[config.mk]
export PLATFORM = sky130hd
export DESIGN_NAME = fpa_div_cell
export DESIGN_NICKNAME = d
export VERILOG_FILES = /design/src/design/fpa_pkg.sv /design/src/design/fpa_div_cell.sv
export SDC_FILE = /design/constraint.sdc
export NUM_CORES = 1
export LEC_CHECK = 0
export BUFFER_PORTS_ARGS = -buffer_cell sky130_fd_sc_hd__buf_2
export CORE_AREA = 3 3 138 140
export CTS_BUF_LIST = sky130_fd_sc_hd__clkbuf_4 sky130_fd_sc_hd__clkbuf_8
export DETAILED_ROUTE_END_ITERATION = 12
export DIE_AREA = 0 0 141 143
export SYNTH_ARGS = -nofsm -noshare
export SYNTH_HDL_FRONTEND = slang
export SYNTH_SLANG_ARGS = --single-unit
[constraint.sdc]
create_clock -name clock -period 3.12 [get_ports clock]
set_clock_uncertainty 0.05 [all_clocks]
set_input_delay 0 -clock clock [delete_from_list [all_inputs] [get_ports clock]]
set_output_delay 0 -clock clock [all_outputs]
set_load 0.01 [all_outputs]
[src/design/fpa_pkg.sv]
package fpa_pkg;

   // Number format and derived widths.
   localparam int FRAC_BITS  = 8;
   localparam int DATA_W     = 32;
   localparam int MANT_W     = 24;
   localparam int MSB_W      = $clog2(DATA_W);
   localparam int DVD_W      = DATA_W + FRAC_BITS;
   localparam int DIV_STEPS  = DVD_W;
   localparam int F_MAG_W    = MANT_W + DATA_W - 1;
   // Input register, two front stages, the divider cells and the output register.
   localparam int PIPE_DEPTH = DIV_STEPS + 4;

   typedef enum logic [3:0] {
      KIND_ADD     = 4'd0,
      KIND_SUB     = 4'd1,
      KIND_MUL     = 4'd2,
      KIND_DIV     = 4'd3,
      KIND_CMP     = 4'd4,
      KIND_MIN     = 4'd5,
      KIND_MAX     = 4'd6,
      KIND_INC     = 4'd7,
      KIND_DEC     = 4'd8,
      KIND_INT2FIX = 4'd9,
      KIND_FIX2INT = 4'd10,
      KIND_FLT2FIX = 4'd11,
      KIND_FIX2FLT = 4'd12
   } kind_type;

   typedef enum logic [1:0] {
      STATUS_OK       = 2'd0,
      STATUS_DIV_ZERO = 2'd1,
      STATUS_SAT      = 2'd2
   } status_type;

   // One accepted item as registered at the input.
   typedef struct packed {
      logic                     valid;
      kind_type                 kind;
      logic signed [DATA_W-1:0] a;
      logic signed [DATA_W-1:0] b;
      logic [DATA_W-1:0]        fb;
   } req_type;

   // Finished fields of an item that travel beside the divider.
   typedef struct packed {
      logic              valid;
      logic              is_div;
      logic              q_neg;
      logic [DATA_W-1:0] raw;
      logic [DATA_W-1:0] flt;
      logic              gt;
      logic              lt;
      logic              eq;
      status_type        status;
   } side_type;

   // Contents of one divider cell: partial remainder, the dividend bits not yet
   // used with the quotient bits shifted in behind them, and the divisor.
   typedef struct packed {
      side_type          side;
      logic [DATA_W-1:0] rem;
      logic [DVD_W-1:0]  work;
      logic [DATA_W-1:0] dsr;
   } div_type;

endpackage

[src/design/fpa_div_cell.sv]
module fpa_div_cell (
   input  logic             clock,
   input  logic             reset,
   input  fpa_pkg::div_type prev_cell,
   output fpa_pkg::div_type next_cell
);

   fpa_pkg::div_type cell_in;
   fpa_pkg::div_type cell_ff;
   logic [fpa_pkg::DATA_W:0] trial;
   logic take;

   // One restoring step: bring down the next dividend bit and try the divisor.
   always_comb begin
      trial = {prev_cell.rem, prev_cell.work[fpa_pkg::DVD_W-1]}
            - {1'b0, prev_cell.dsr};
      take  = !trial[fpa_pkg::DATA_W];
      cell_in      = prev_cell;
      cell_in.rem  = take ? trial[fpa_pkg::DATA_W-1:0]
                          : {prev_cell.rem[fpa_pkg::DATA_W-2:0],
                             prev_cell.work[fpa_pkg::DVD_W-1]};
      cell_in.work = {prev_cell.work[fpa_pkg::DVD_W-2:0], take};
   end

   // Hand the item to the next cell every cycle.
   always_ff @(posedge clock) begin
      cell_ff <= cell_in;
      if (reset) begin
         cell_ff.side.valid <= 1'b0;
      end
   end

   assign next_cell = cell_ff;

endmodule

==> summary by stage <==
Timing
The total count of hold-check failures in the final report is 0. The worst pin sits at a relative slew slack of 69.2%. On the final layout, the worst hold slack is 0.112 ns. The highest achievable clock rate is 0.345 GHz. For the pin with the worst max-slew slack, the measured transition is 0.463 ns. The worst setup slack after layout is 0.218 ns. The number of pins with negative max-slew slack in the final report is 0. Setup repair after global routing left no endpoint under its margin. The final critical path takes up 93.0% of the cycle. Adding up every negative setup slack in the final design gives 0 ns. The final setup violation count is 0. Subtracting the final worst setup slack from the clock period gives 2.90 ns.

Status
The flow ran to the end, and the final reports show no timing, DRC or antenna violations.

Clock tree
The CTS sink count is 176. The buffer count from post-CTS setup fixing is 0. The maximum clock path buffer count is 2.

The cell sitting at the root of the clock tree is a sky130_fd_sc_hd__clkbuf_8. TritonCTS built the clock tree. The H-tree was split into 4 levels.

The number of buffers added by the clock tree synthesis step is 17. After clock tree synthesis, the clock-pin slew on the worst setup and hold paths is 0.11 ns.

Power
The overall power consumption is 5.30 mW. The analysis attributes to cell leakage a power of 5.09 nW. The highest ir drop seen on vdd is 0.365 mV. In this run the power density over the cells is 520 nW/um^2.

Logic synthesis
The most frequently used flop master after synthesis is sky130_fd_sc_hd__dfxtp_1. The count of yosys warnings during synthesis is 0. The proportion of netlist area held by the largest area contributor is 58.9%.

In the synthesized netlist, the number of instances is 537. The synthesized area divided by synthesized cell count is 11.1 sq um. The biggest area contributor in the post-synthesis netlist is sky130_fd_sc_hd__dfxtp_1. The async set-or-reset flop fraction in the synthesized netlist is 0%. After synthesis, flip-flops and latches occupy 58.9% of the total area. In the post-synthesis netlist, the biggest area contributors are sky130_fd_sc_hd__dfxtp_1, sky130_fd_sc_hd__ha_1, sky130_fd_sc_hd__mux2_4. Synthesis produced a netlist with a net count of 748. Summing every instance area after synthesis gives 5980 sq um. The count of different cell masters after synthesis is 49.

Yosys mapped a number of flops with a built-in enable equal to 0. The count of state elements after synthesis is 176.

Floorplan
The width of the chip is 141 um. The number of core rows is 49. The die covers 20200 sq um. The starting density of the core is 33.3%.

In this run the count of I/O pins placed on the die edge is 354. The chip height is 143 um. The area of the placeable core is 18000 sq um.

Worst hold path
The worst hold path class is input port to register. The count of cells along the worst hold path is 2.

Global route
The global routing stage identified its most utilized layer as met2. The met2 layer usage reported by global route is 39.5%. For met1 alone, demand over resource in global routing was 23.2%.

The overall overflow remaining after global route is 0. Global routing consumed, on the met3 layer, 8.34% of the routing resources. The number of antenna violations at the first check in global routing is 6.

The wire length of the first global-routing pass is 33800 um. The via count of the first global-routing pass is 6333. The largest net degree at the start of global routing is 28. The total global routing track utilization is 21.8%.

Route
The total wire length is 22600 um. Summing over every cut layer, the via total after detailed routing is 5996. Using the TritonRoute via totals, the vias-per-cell ratio works out to 4.53. The first TritonRoute pass finished after 5 iterations. After detailed routing, the average wire length per cell comes to 17.1 um. The detail route stage leaves a number of antenna-violating nets equal to 0. After the first detailed-routing iteration, the DRC count stood at 268. After detailed routing, the number of remaining DRC violations is 0.

Layout
The area of all placed cells without fillers is 10200 sq um. The final-layout fill cell count is 1557. After the flow finishes, the layout carries non-filler instances totaling 1323. The final layout contains 1287 nets. The register with the most flip-flops in the layout has 176 of them. The layout-stage area growth over the synthesis result is 70.3%. At the end of the flow the core is filled with cells to 56.7%.

Cells with a size suffix above 1 make up 38.1% of the layout.

Critical path
The type of origin of the critical path is an input port. The worst endpoint data arrival time is 3.20 ns. The required time of the critical path is 3.42 ns.

Along the worst path, the maximum fanout reaches 15. The endpoint type of the worst setup path is a register. The worst setup path is of the input port to register kind.

Placement
The final estimated routing congestion in global placement is 0.899. Once placement finished, the instance area stood at 8010 sq um. The count of buffers added on input and output ports is 353.

The estimated wirelength of the detail-placed design is 16600 um. The cell count after placement is 1110. Before CTS, the worst setup slack after placement is 0.227 ns.

Flow run
Max-cap violations in this run came to 0.
## metal layers
metal | wire length (um) | share of wire [%] | vias up
li1 | - | - | 2927
met1 | 8450 | 37 | 2757
met2 | 11800 | 52 | 262
met3 | 1880 | 8.3 | 46
met4 | 488 | 2.2 | 4
met5 | 17 | 0.075 | -
## Yosys cell counts (5+ instances only)
library cell	n
sky130_fd_sc_hd__nand4_1	7
sky130_fd_sc_hd__o21bai_1	5
sky130_fd_sc_hd__clkbuf_1	11
sky130_fd_sc_hd__a21o_1	15
sky130_fd_sc_hd__o21a_1	6
sky130_fd_sc_hd__ha_1	32
sky130_fd_sc_hd__nor2_1	16
sky130_fd_sc_hd__nand2_1	44
sky130_fd_sc_hd__xor2_1	10
sky130_fd_sc_hd__a21oi_1	34
sky130_fd_sc_hd__o21ai_0	24
sky130_fd_sc_hd__nand3_1	11
sky130_fd_sc_hd__and3_1	6
sky130_fd_sc_hd__nand2b_1	5
sky130_fd_sc_hd__xnor2_1	14
sky130_fd_sc_hd__inv_1	41
sky130_fd_sc_hd__dfxtp_1	176
sky130_fd_sc_hd__nor2b_1	6
sky130_fd_sc_hd__o31ai_1	5
sky130_fd_sc_hd__mux2_4	18
sky130_fd_sc_hd__o211ai_1	8
## cells in the final DEF (no fill, tap or decap), types with 10 or more instances in the layout
master / instances
sky130_fd_sc_hd__ha_1: 32
sky130_fd_sc_hd__xnor2_1: 14
sky130_fd_sc_hd__nor2_1: 16
sky130_fd_sc_hd__o21ai_0: 24
sky130_fd_sc_hd__xor2_1: 10
sky130_fd_sc_hd__inv_1: 41
sky130_fd_sc_hd__nand3_1: 11
sky130_fd_sc_hd__buf_2: 353
sky130_fd_sc_hd__dlygate4sd3_1: 176
sky130_fd_sc_hd__a21oi_1: 33
sky130_fd_sc_hd__mux2_4: 18
sky130_fd_sc_hd__dfxtp_1: 176
sky130_fd_sc_hd__a21o_1: 15
sky130_fd_sc_hd__clkbuf_8: 17
sky130_fd_sc_hd__nand2_1: 44
## worst paths after layout
| kind | from | end |
|---|---|---|
| max | prev_cell[16] | next_cell[91]$_DFF_P_ |
| min | prev_cell[125] | next_cell[125]$_DFF_P_ |
## critical path, cell delays in order
cell	delay (ns)
sky130_fd_sc_hd__dlygate4sd3_1	0.52
sky130_fd_sc_hd__buf_2	0.11
sky130_fd_sc_hd__inv_1	0.04
sky130_fd_sc_hd__ha_1	0.41
sky130_fd_sc_hd__a21oi_4	0.23
sky130_fd_sc_hd__o211ai_1	0.11
sky130_fd_sc_hd__a221o_1	0.34
sky130_fd_sc_hd__a211o_1	0.30
sky130_fd_sc_hd__o211ai_1	0.26
sky130_fd_sc_hd__o211ai_4	0.12
sky130_fd_sc_hd__inv_2	0.21
sky130_fd_sc_hd__buf_12	0.21
sky130_fd_sc_hd__mux2_4	0.31
## where the power goes
group	internal [mW]	total [mW]	switching [mW]
clock	0.623	1.59	0.967
combinational	0.624	1.23	0.605
sequential	2.44	2.48	0.0477
## logic make-up (layout without fill, tap and decap cells)
group	after synthesis	after routing	share of synthesized area, %
AO/OA/AOI/OAI	120	120	13.3
XOR/XNOR	24	24	3.51
adder cells (fa/ha/maj)	33	33	7.03
buffers and inverters	57	609	3.97
flip-flops	176	176	58.9
multiplexers	18	18	4.52
other	0	5	0
AND/OR/NAND/NOR	109	109	8.76
## layout make-up
class | instances | area [sq um] | share of cell area, %
repair buffers | 535 | 3590 | 35.2
inverters | 42 | 158 | 1.55
multi-input cells | 304 | 2230 | 21.8
clock buffers | 18 | 241 | 2.37
clock inverters | 14 | 158 | 1.55
diodes | 5 | 12.5 | 0.123
flip-flops and latches | 176 | 3520 | 34.6
well taps | 229 | 287 | 2.81
## repair_timing
action | CTS | global route
resized for setup | 0 | 1
setup endpoints to repair | 0 | 11
endpoints found under the hold margin | 175 | 0
hold buffers | 176 | 0
(Power assumes the default switching activity.)
