--- config.mk ---
export PLATFORM = sky130hd
export DESIGN_NAME = fpa_front
export DESIGN_NICKNAME = d
export VERILOG_FILES = /design/src/design/fpa_pkg.sv /design/src/design/fpa_front.sv
export SDC_FILE = /design/constraint.sdc
export NUM_CORES = 2
export LEC_CHECK = 0
export CORE_AREA = 2 2 287 289
export CTS_CLUSTER_DIAMETER = 100
export DETAILED_ROUTE_END_ITERATION = 12
export DIE_AREA = 0 0 289 291
export DONT_BUFFER_PORTS = 1
export GPL_ROUTABILITY_DRIVEN = 0
export PLACE_DENSITY = 0.72
export SLEW_MARGIN = 10
export SYNTH_ARGS = -nofsm -noshare
export SYNTH_HDL_FRONTEND = slang
export SYNTH_SLANG_ARGS = --single-unit
export TNS_END_PERCENT = 20
--- constraint.sdc ---
create_clock -name clock -period 9.1 [get_ports clock]
set_input_delay 0.455 -clock clock [delete_from_list [all_inputs] [get_ports clock]]
set_output_delay 0.455 -clock clock [all_outputs]
set_load 0.1 [all_outputs]
--- src/design/fpa_pkg.sv ---
package fpa_pkg;

   // Number format and derived widths.
   localparam int FRAC_BITS  = 8;
   localparam int DATA_W     = 32;
   localparam int MANT_W     = 24;
   localparam int MSB_W      = $clog2(DATA_W);
   localparam int DVD_W      = DATA_W + FRAC_BITS;
   localparam int DIV_STEPS  = DVD_W;
   localparam int F_MAG_W    = MANT_W + DATA_W - 1;
   // Input register, two front stages, the divider cells and the output register.
   localparam int PIPE_DEPTH = DIV_STEPS + 4;

   typedef enum logic [3:0] {
      KIND_ADD     = 4'd0,
      KIND_SUB     = 4'd1,
      KIND_MUL     = 4'd2,
      KIND_DIV     = 4'd3,
      KIND_CMP     = 4'd4,
      KIND_MIN     = 4'd5,
      KIND_MAX     = 4'd6,
      KIND_INC     = 4'd7,
      KIND_DEC     = 4'd8,
      KIND_INT2FIX = 4'd9,
      KIND_FIX2INT = 4'd10,
      KIND_FLT2FIX = 4'd11,
      KIND_FIX2FLT = 4'd12
   } kind_type;

   typedef enum logic [1:0] {
      STATUS_OK       = 2'd0,
      STATUS_DIV_ZERO = 2'd1,
      STATUS_SAT      = 2'd2
   } status_type;

   // One accepted item as registered at the input.
   typedef struct packed {
      logic                     valid;
      kind_type                 kind;
      logic signed [DATA_W-1:0] a;
      logic signed [DATA_W-1:0] b;
      logic [DATA_W-1:0]        fb;
   } req_type;

   // Finished fields of an item that travel beside the divider.
   typedef struct packed {
      logic              valid;
      logic              is_div;
      logic              q_neg;
      logic [DATA_W-1:0] raw;
      logic [DATA_W-1:0] flt;
      logic              gt;
      logic              lt;
      logic              eq;
      status_type        status;
   } side_type;

   // Contents of one divider cell: partial remainder, the dividend bits not yet
   // used with the quotient bits shifted in behind them, and the divisor.
   typedef struct packed {
      side_type          side;
      logic [DATA_W-1:0] rem;
      logic [DVD_W-1:0]  work;
      logic [DATA_W-1:0] dsr;
   } div_type;

endpackage

--- src/design/fpa_front.sv ---
module fpa_front (
   input  logic             clock,
   input  logic             reset,
   input  fpa_pkg::req_type req,
   output fpa_pkg::div_type cell_out
);

   localparam int DW = fpa_pkg::DATA_W;
   localparam int FB = fpa_pkg::FRAC_BITS;
   localparam logic signed [9:0] E_BIAS = 10'(FB - 150);
   localparam logic [7:0] EXP_OFS = 8'(127 - FB);
   localparam int RND_BIT = DW - fpa_pkg::MANT_W - 1;

   typedef struct packed {
      logic                          valid;
      fpa_pkg::kind_type             kind;
      logic [DW-1:0]                 simple;
      logic                          gt;
      logic                          lt;
      logic                          eq;
      fpa_pkg::status_type           status;
      logic signed [2*DW-1:0]        prod;
      logic                          f_special;
      logic                          f_nan;
      logic                          f_sign;
      logic                          f_big;
      logic [fpa_pkg::F_MAG_W-1:0]   f_mag;
      logic                          a_sign;
      logic [DW-1:0]                 a_mag;
      logic [fpa_pkg::MSB_W-1:0]     a_msb;
      logic                          is_div;
      logic                          q_neg;
      logic [DW-1:0]                 b_mag;
   } s2_type;

   s2_type s2_in;
   s2_type s2_ff;
   fpa_pkg::div_type s3_in;
   fpa_pkg::div_type s3_ff;

   // First stage: simple operations, compare flags, the product, operand magnitudes, float
   // decode and mantissa alignment, and the leading one of the fixed value.
   always_comb begin
      logic [7:0]                  f_exp;
      logic [fpa_pkg::MANT_W-1:0]  mant;
      logic signed [9:0]           e;
      logic [9:0]                  s;
      logic [4:0]                  sm1;
      logic [fpa_pkg::MANT_W:0]    half_up;

      s2_in        = '0;
      s2_in.valid  = req.valid;
      s2_in.kind   = req.kind;
      s2_in.status = fpa_pkg::STATUS_OK;

      case (req.kind)
         fpa_pkg::KIND_ADD:     s2_in.simple = req.a + req.b;
         fpa_pkg::KIND_SUB:     s2_in.simple = req.a - req.b;
         fpa_pkg::KIND_MIN:     s2_in.simple = (req.a < req.b) ? req.a : req.b;
         fpa_pkg::KIND_MAX:     s2_in.simple = (req.a > req.b) ? req.a : req.b;
         fpa_pkg::KIND_INC:     s2_in.simple = req.a + DW'(1);
         fpa_pkg::KIND_DEC:     s2_in.simple = req.a - DW'(1);
         fpa_pkg::KIND_INT2FIX: s2_in.simple = req.a <<< FB;
         fpa_pkg::KIND_FIX2INT: s2_in.simple = req.a >>> FB;
         default:               s2_in.simple = '0;
      endcase

      if (req.kind == fpa_pkg::KIND_CMP) begin
         s2_in.gt = req.a > req.b;
         s2_in.lt = req.a < req.b;
         s2_in.eq = req.a == req.b;
      end

      s2_in.prod = req.a * req.b;

      // Magnitudes shared by divide and fixed-to-float.
      s2_in.a_sign = req.a[DW-1];
      s2_in.a_mag  = req.a[DW-1] ? (DW'(0) - req.a) : req.a;
      s2_in.b_mag  = req.b[DW-1] ? (DW'(0) - req.b) : req.b;
      s2_in.q_neg  = req.a[DW-1] ^ req.b[DW-1];
      if (req.kind == fpa_pkg::KIND_DIV) begin
         if (req.b == '0) begin
            s2_in.status = fpa_pkg::STATUS_DIV_ZERO;
         end else begin
            s2_in.is_div = 1'b1;
         end
      end

      // Position of the leading one.
      for (int i = 0; i < DW; i++) begin
         if (s2_in.a_mag[i]) begin
            s2_in.a_msb = fpa_pkg::MSB_W'(i);
         end
      end

      // Float decode and alignment to the fixed grid, rounding half away.
      f_exp           = req.fb[30:23];
      s2_in.f_sign    = req.fb[31];
      s2_in.f_special = f_exp == 8'hFF;
      s2_in.f_nan     = s2_in.f_special && (req.fb[22:0] != '0);
      mant            = {f_exp != 8'h00, req.fb[22:0]};
      e   = ((f_exp == 8'h00) ? 10'sd1 : $signed({2'b00, f_exp})) + E_BIAS;
      s   = 10'(-e);
      sm1 = 5'(s - 10'd1);
      half_up = ((fpa_pkg::MANT_W + 1)'(mant >> sm1) + 1'b1) >> 1;
      if (e >= 10'sd0) begin
         if (e >= 10'sd32) begin
            s2_in.f_big = 1'b1;
         end else begin
            s2_in.f_mag = fpa_pkg::F_MAG_W'(mant) << e[4:0];
         end
      end else if (s <= 10'd25) begin
         s2_in.f_mag = fpa_pkg::F_MAG_W'(half_up);
      end
   end

   always_ff @(posedge clock) begin
      s2_ff <= s2_in;
      if (reset) begin
         s2_ff.valid <= 1'b0;
      end
   end

   // Second stage: product scaling, float saturation, float normalize and
   // round, and the divider load.
   always_comb begin
      logic [DW-1:0]               norm;
      logic [fpa_pkg::MANT_W:0]    q;
      logic                        rnd;
      logic [7:0]                  f_exp_out;
      logic [22:0]                 f_frac_out;

      s3_in             = '0;
      s3_in.side.valid  = s2_ff.valid;
      s3_in.side.is_div = s2_ff.is_div;
      s3_in.side.q_neg  = s2_ff.q_neg;
      s3_in.side.gt     = s2_ff.gt;
      s3_in.side.lt     = s2_ff.lt;
      s3_in.side.eq     = s2_ff.eq;
      s3_in.side.status = s2_ff.status;
      s3_in.work        = {s2_ff.a_mag, FB'(0)};
      s3_in.dsr         = s2_ff.b_mag;

      // Fixed to float: normalize, round to nearest even, pack.
      norm = s2_ff.a_mag << (fpa_pkg::MSB_W'(DW - 1) - s2_ff.a_msb);
      rnd  = norm[RND_BIT] && ((norm[RND_BIT-1:0] != '0) || norm[RND_BIT+1]);
      q    = {1'b0, norm[DW-1:RND_BIT+1]} + (fpa_pkg::MANT_W + 1)'(rnd);
      f_exp_out  = 8'(s2_ff.a_msb) + EXP_OFS + 8'(q[fpa_pkg::MANT_W]);
      f_frac_out = q[fpa_pkg::MANT_W] ? q[23:1] : q[22:0];

      case (s2_ff.kind)
         fpa_pkg::KIND_MUL: begin
            s3_in.side.raw = s2_ff.prod[FB+DW-1:FB];
         end
         fpa_pkg::KIND_FLT2FIX: begin
            if (s2_ff.f_special) begin
               s3_in.side.status = fpa_pkg::STATUS_SAT;
               s3_in.side.raw = s2_ff.f_nan ? '0 :
                                s2_ff.f_sign ? {1'b1, (DW-1)'(0)} : {1'b0, {(DW-1){1'b1}}};
            end else if (s2_ff.f_sign) begin
               if (s2_ff.f_big || s2_ff.f_mag > fpa_pkg::F_MAG_W'(64'h8000_0000)) begin
                  s3_in.side.status = fpa_pkg::STATUS_SAT;
                  s3_in.side.raw    = {1'b1, (DW-1)'(0)};
               end else begin
                  s3_in.side.raw = DW'(0) - s2_ff.f_mag[DW-1:0];
               end
            end else begin
               if (s2_ff.f_big || s2_ff.f_mag > fpa_pkg::F_MAG_W'(64'h7FFF_FFFF)) begin
                  s3_in.side.status = fpa_pkg::STATUS_SAT;
                  s3_in.side.raw    = {1'b0, {(DW-1){1'b1}}};
               end else begin
                  s3_in.side.raw = s2_ff.f_mag[DW-1:0];
               end
            end
         end
         fpa_pkg::KIND_FIX2FLT: begin
            if (s2_ff.a_mag != '0) begin
               s3_in.side.flt = {s2_ff.a_sign, f_exp_out, f_frac_out};
            end
         end
         default: begin
            s3_in.side.raw = s2_ff.simple;
         end
      endcase
   end

   always_ff @(posedge clock) begin
      s3_ff <= s3_in;
      if (reset) begin
         s3_ff.side.valid <= 1'b0;
      end
   end

   assign cell_out = s3_ff;

endmodule

==> summary.txt <==
Critical path
  – Setup crit start kind: primary input
  – WP data required: between 9 and 10 ns
  – CP max FO: 23
  – Crit path DAT: slightly below 8 ns
  – FF-to-FF path depth: 12
  – RR Endpoint: cell_out[134]
  – Crit path launch: req[65]
  – Critical path's most frequent cell: fa_1
  – Critical path class: primary input to flip-flop
  – Reg2reg setup slack: ~4.0 ns
  – Levels on crit path: 25
  – Critical path buffers and inverters: 6
  – Worst setup EP type: flip-flop
  – Critical Path Slowest Stage Cell: fa_1
  – Top delay family on crit path: adder cells
  – Worst r2r src: s2_ff[38]
  – Worst path max stage delay: roughly 0.56 ns
  – Worst setup path end: s2_ff[168]

Timing
  – Worst Clk Skew: around 0.028 ns
  – RSZ-0062 raised after global routing: false
  – Final cycle utilization of the critical path: 0.8136
  – Max-slew violation count: 0
  – Final setup viols: 0
  – Final Hold Vio Count: 0
  – Fin crit period: about 7.4 ns
  – Rel. slew slack: 0.2861
  – Final hold slack: 0.02496 ns
  – Slew @ Worst Pin: approximately 1.1 ns
  – Final TNS setup: 0 ns
  – Fmax: 135.1 MHz

Clocking
  – Clock Latency Late Sink: roughly 0.62 ns
  – CTS sink cnt: 340
  – CTS tree: built
  – TritonCTS Buffers: 40
  – CTS Buffer Depth: 3
  – Cts repair resizes: 0
  – CTS root buf: clkbuf_16
  – Clk pin slew, worst setup/hold paths: 0.06 ns
  – Level count of the clock H-tree: 2

Global routing
  – First-pass GRT wire length: 230,200 µm
  – GRT met3 Usage: 0.1044
  – Total Routing Usage GR: 0.3576
  – Vias in the first global route: around 40,000
  – Grt met2 use: 0.5408
  – Initial antenna violation count: 6
  – Grt peak-use layer: met2
  – Met1 Use GR: 0.4624
  – Total congestion overflow: 0
  – Maximum number of pins on one net before global-route repair: between 90 and 100

Logic synthesis
  – Post-synthesis sequential area ratio: 0.1482
  – Ys flop type: dfxtp_1
  – Synth cell types: 107
  – Post-Syn Instances: between 5,000 and 6,000
  – Syn Area/Cell: ~8.6 µm²
  – Mapped Area: ~0.046 mm²
  – Asr flop ratio synth: 0
  – EDFF count, synth: 0
  – Seq cells post-synth: 340
  – Ys Warns: 0

Floorplan
  – Rows: 105
  – Die width: ~290 µm
  – Initial Util: 0.5657
  – Die Area: ~0.084 mm²
  – IO Count: about 280
  – Core area: about 0.081 mm²
  – Height of the chip: about 290 µm

Layout
  – Most frequent cells in the layout: inv_1, fa_1, nand2_1, and2_1, dfxtp_1
  – Synth-to-Final Area Change: 4.034%
  – Share of cells above drive strength 1: 0.04393
  – Fin area: 0.04779 mm²
  – NumNets Final: 6,108
  – Most common cell after layout, fill and taps aside: inv_1

Placement
  – Detailed Place HPWL: approximately 110,000 µm
  – DP Area: 0.04603 mm²
  – Port bufs: 0

Route
  – Vias: around 39,000
  – Routed WL: 149,300 µm
  – Final antenna-violating net count: 0
  – DR iter-0 viols: ~5,000
  – DRC Markers: 1
  – Drt pass-1 iters: 13
  – Per-cell routed wire length: ~24 µm
  – Vias per cell: between 6 and 7

Min path
  – Hold Path Class: primary input to flip-flop
  – Hold depth: 1

Status
  – Failing checks: design-rule violations
  – Outcome: finished with violations

Job
  – Max Cap Viol: 0
[per-layer routing]
layer	vias up	wire length (µm)
li1	16820	-
met1	19000	56120
met2	2549	64800
met3	577	18720
met4	6	9656
met5	-	31
[cells in the mapped netlist, types with 27 or more instances]
cell type,instances,area (µm²)
a22oi_1,41,307.8
buf_4,44,330.3
nand2_1,468,1757
nor2_1,297,1115
or3_1,37,231.5
dfxtp_1,340,6807
inv_1,852,3198
a221oi_1,34,297.8
nand3_1,74,370.4
nand4_1,47,294.0
ha_1,246,3078
o31ai_1,34,255.2
nor4_1,42,262.8
o21ai_0,157,785.8
clkbuf_1,276,1036
mux2i_1,62,620.6
mux4_2,37,833.3
nor2b_1,32,200.2
mux2_2,29,326.6
xor2_1,55,481.7
nor3_1,72,360.4
a21oi_1,174,870.8
and2_1,433,2709
xnor2_1,198,1734
a21o_1,47,352.8
o211ai_1,27,202.7
fa_1,644,12890
nand2b_1,31,193.9
[per-stage QoR]
stage          std cells  setup WS, ns  utilization
2_1_floorplan       5371         1.413            -
3_3_place_gp        6100         1.317       0.5669
3_5_place_dp        6100         1.197       0.5669
4_1_cts             6214         1.848       0.5883
5_1_grt             6216         1.461       0.5884
6_report            6220         1.696       0.5886
[cell type report]
class                   instances  area [µm²]
clock buffers                  48        1061
repair buffers                 74       663.1
flip-flops and latches        340        6808
fillers                      7120       33400
multi-input cells            3801       34420
clock inverters                24       255.2
inverters                     858        3223
well taps                    1070        1339
diodes                          5       12.51
[worst reg2reg max path: stages (launching register included)]
cell and delay [ns]:
dfxtp_1 0.89, clkinv_1 0.77, nor2_1 0.54, a22oi_1 0.17
a211oi_1 0.55, nand4_1 0.23, or3_1 0.40, nor4b_2 0.51
inv_1 0.10, ha_1 0.25, ha_1 0.21, nand2b_1 0.14
a21oi_1 0.27
[registers in the layout (all words and copies together) (netlist names)]
register and cells:
s2_ff 204, cell_out 136
[worst min-delay path by stage]
| stage | startpoint | endpoint |
|---|---|---|
| after floorplan | s2_ff[0] | cell_out[0] |
| after global placement | s2_ff[9] | cell_out[9] |
| after detailed placement | s2_ff[11] | cell_out[11] |
| after CTS | req[95] | s2_ff[68] |
| after global routing | req[75] | s2_ff[50] |
| final | req[73] | s2_ff[48] |
[logic make-up after synthesis]
| family | after synthesis | share of synthesized area |
|---|---|---|
| fa+ha+maj | 890 | 0.3477 |
| flops | 340 | 0.1482 |
| xor+xnor | 253 | 0.04824 |
| buf+inv | 1230 | 0.1062 |
| simple gates | 1662 | 0.1856 |
| mux | 128 | 0.03876 |
| compound gates | 828 | 0.1252 |
| other cells | 1 | 0.00008164 |
[repair_timing]
action,CTS,global route
hold buffers,42,1
setup endpoints to repair,0,0
endpoints found under the hold margin,39,1
buffers inserted,0,0
Power is left out: the tool's default activity adds up to more than one toggle a clock period on the data nets, which glitch-free logic cannot reach.
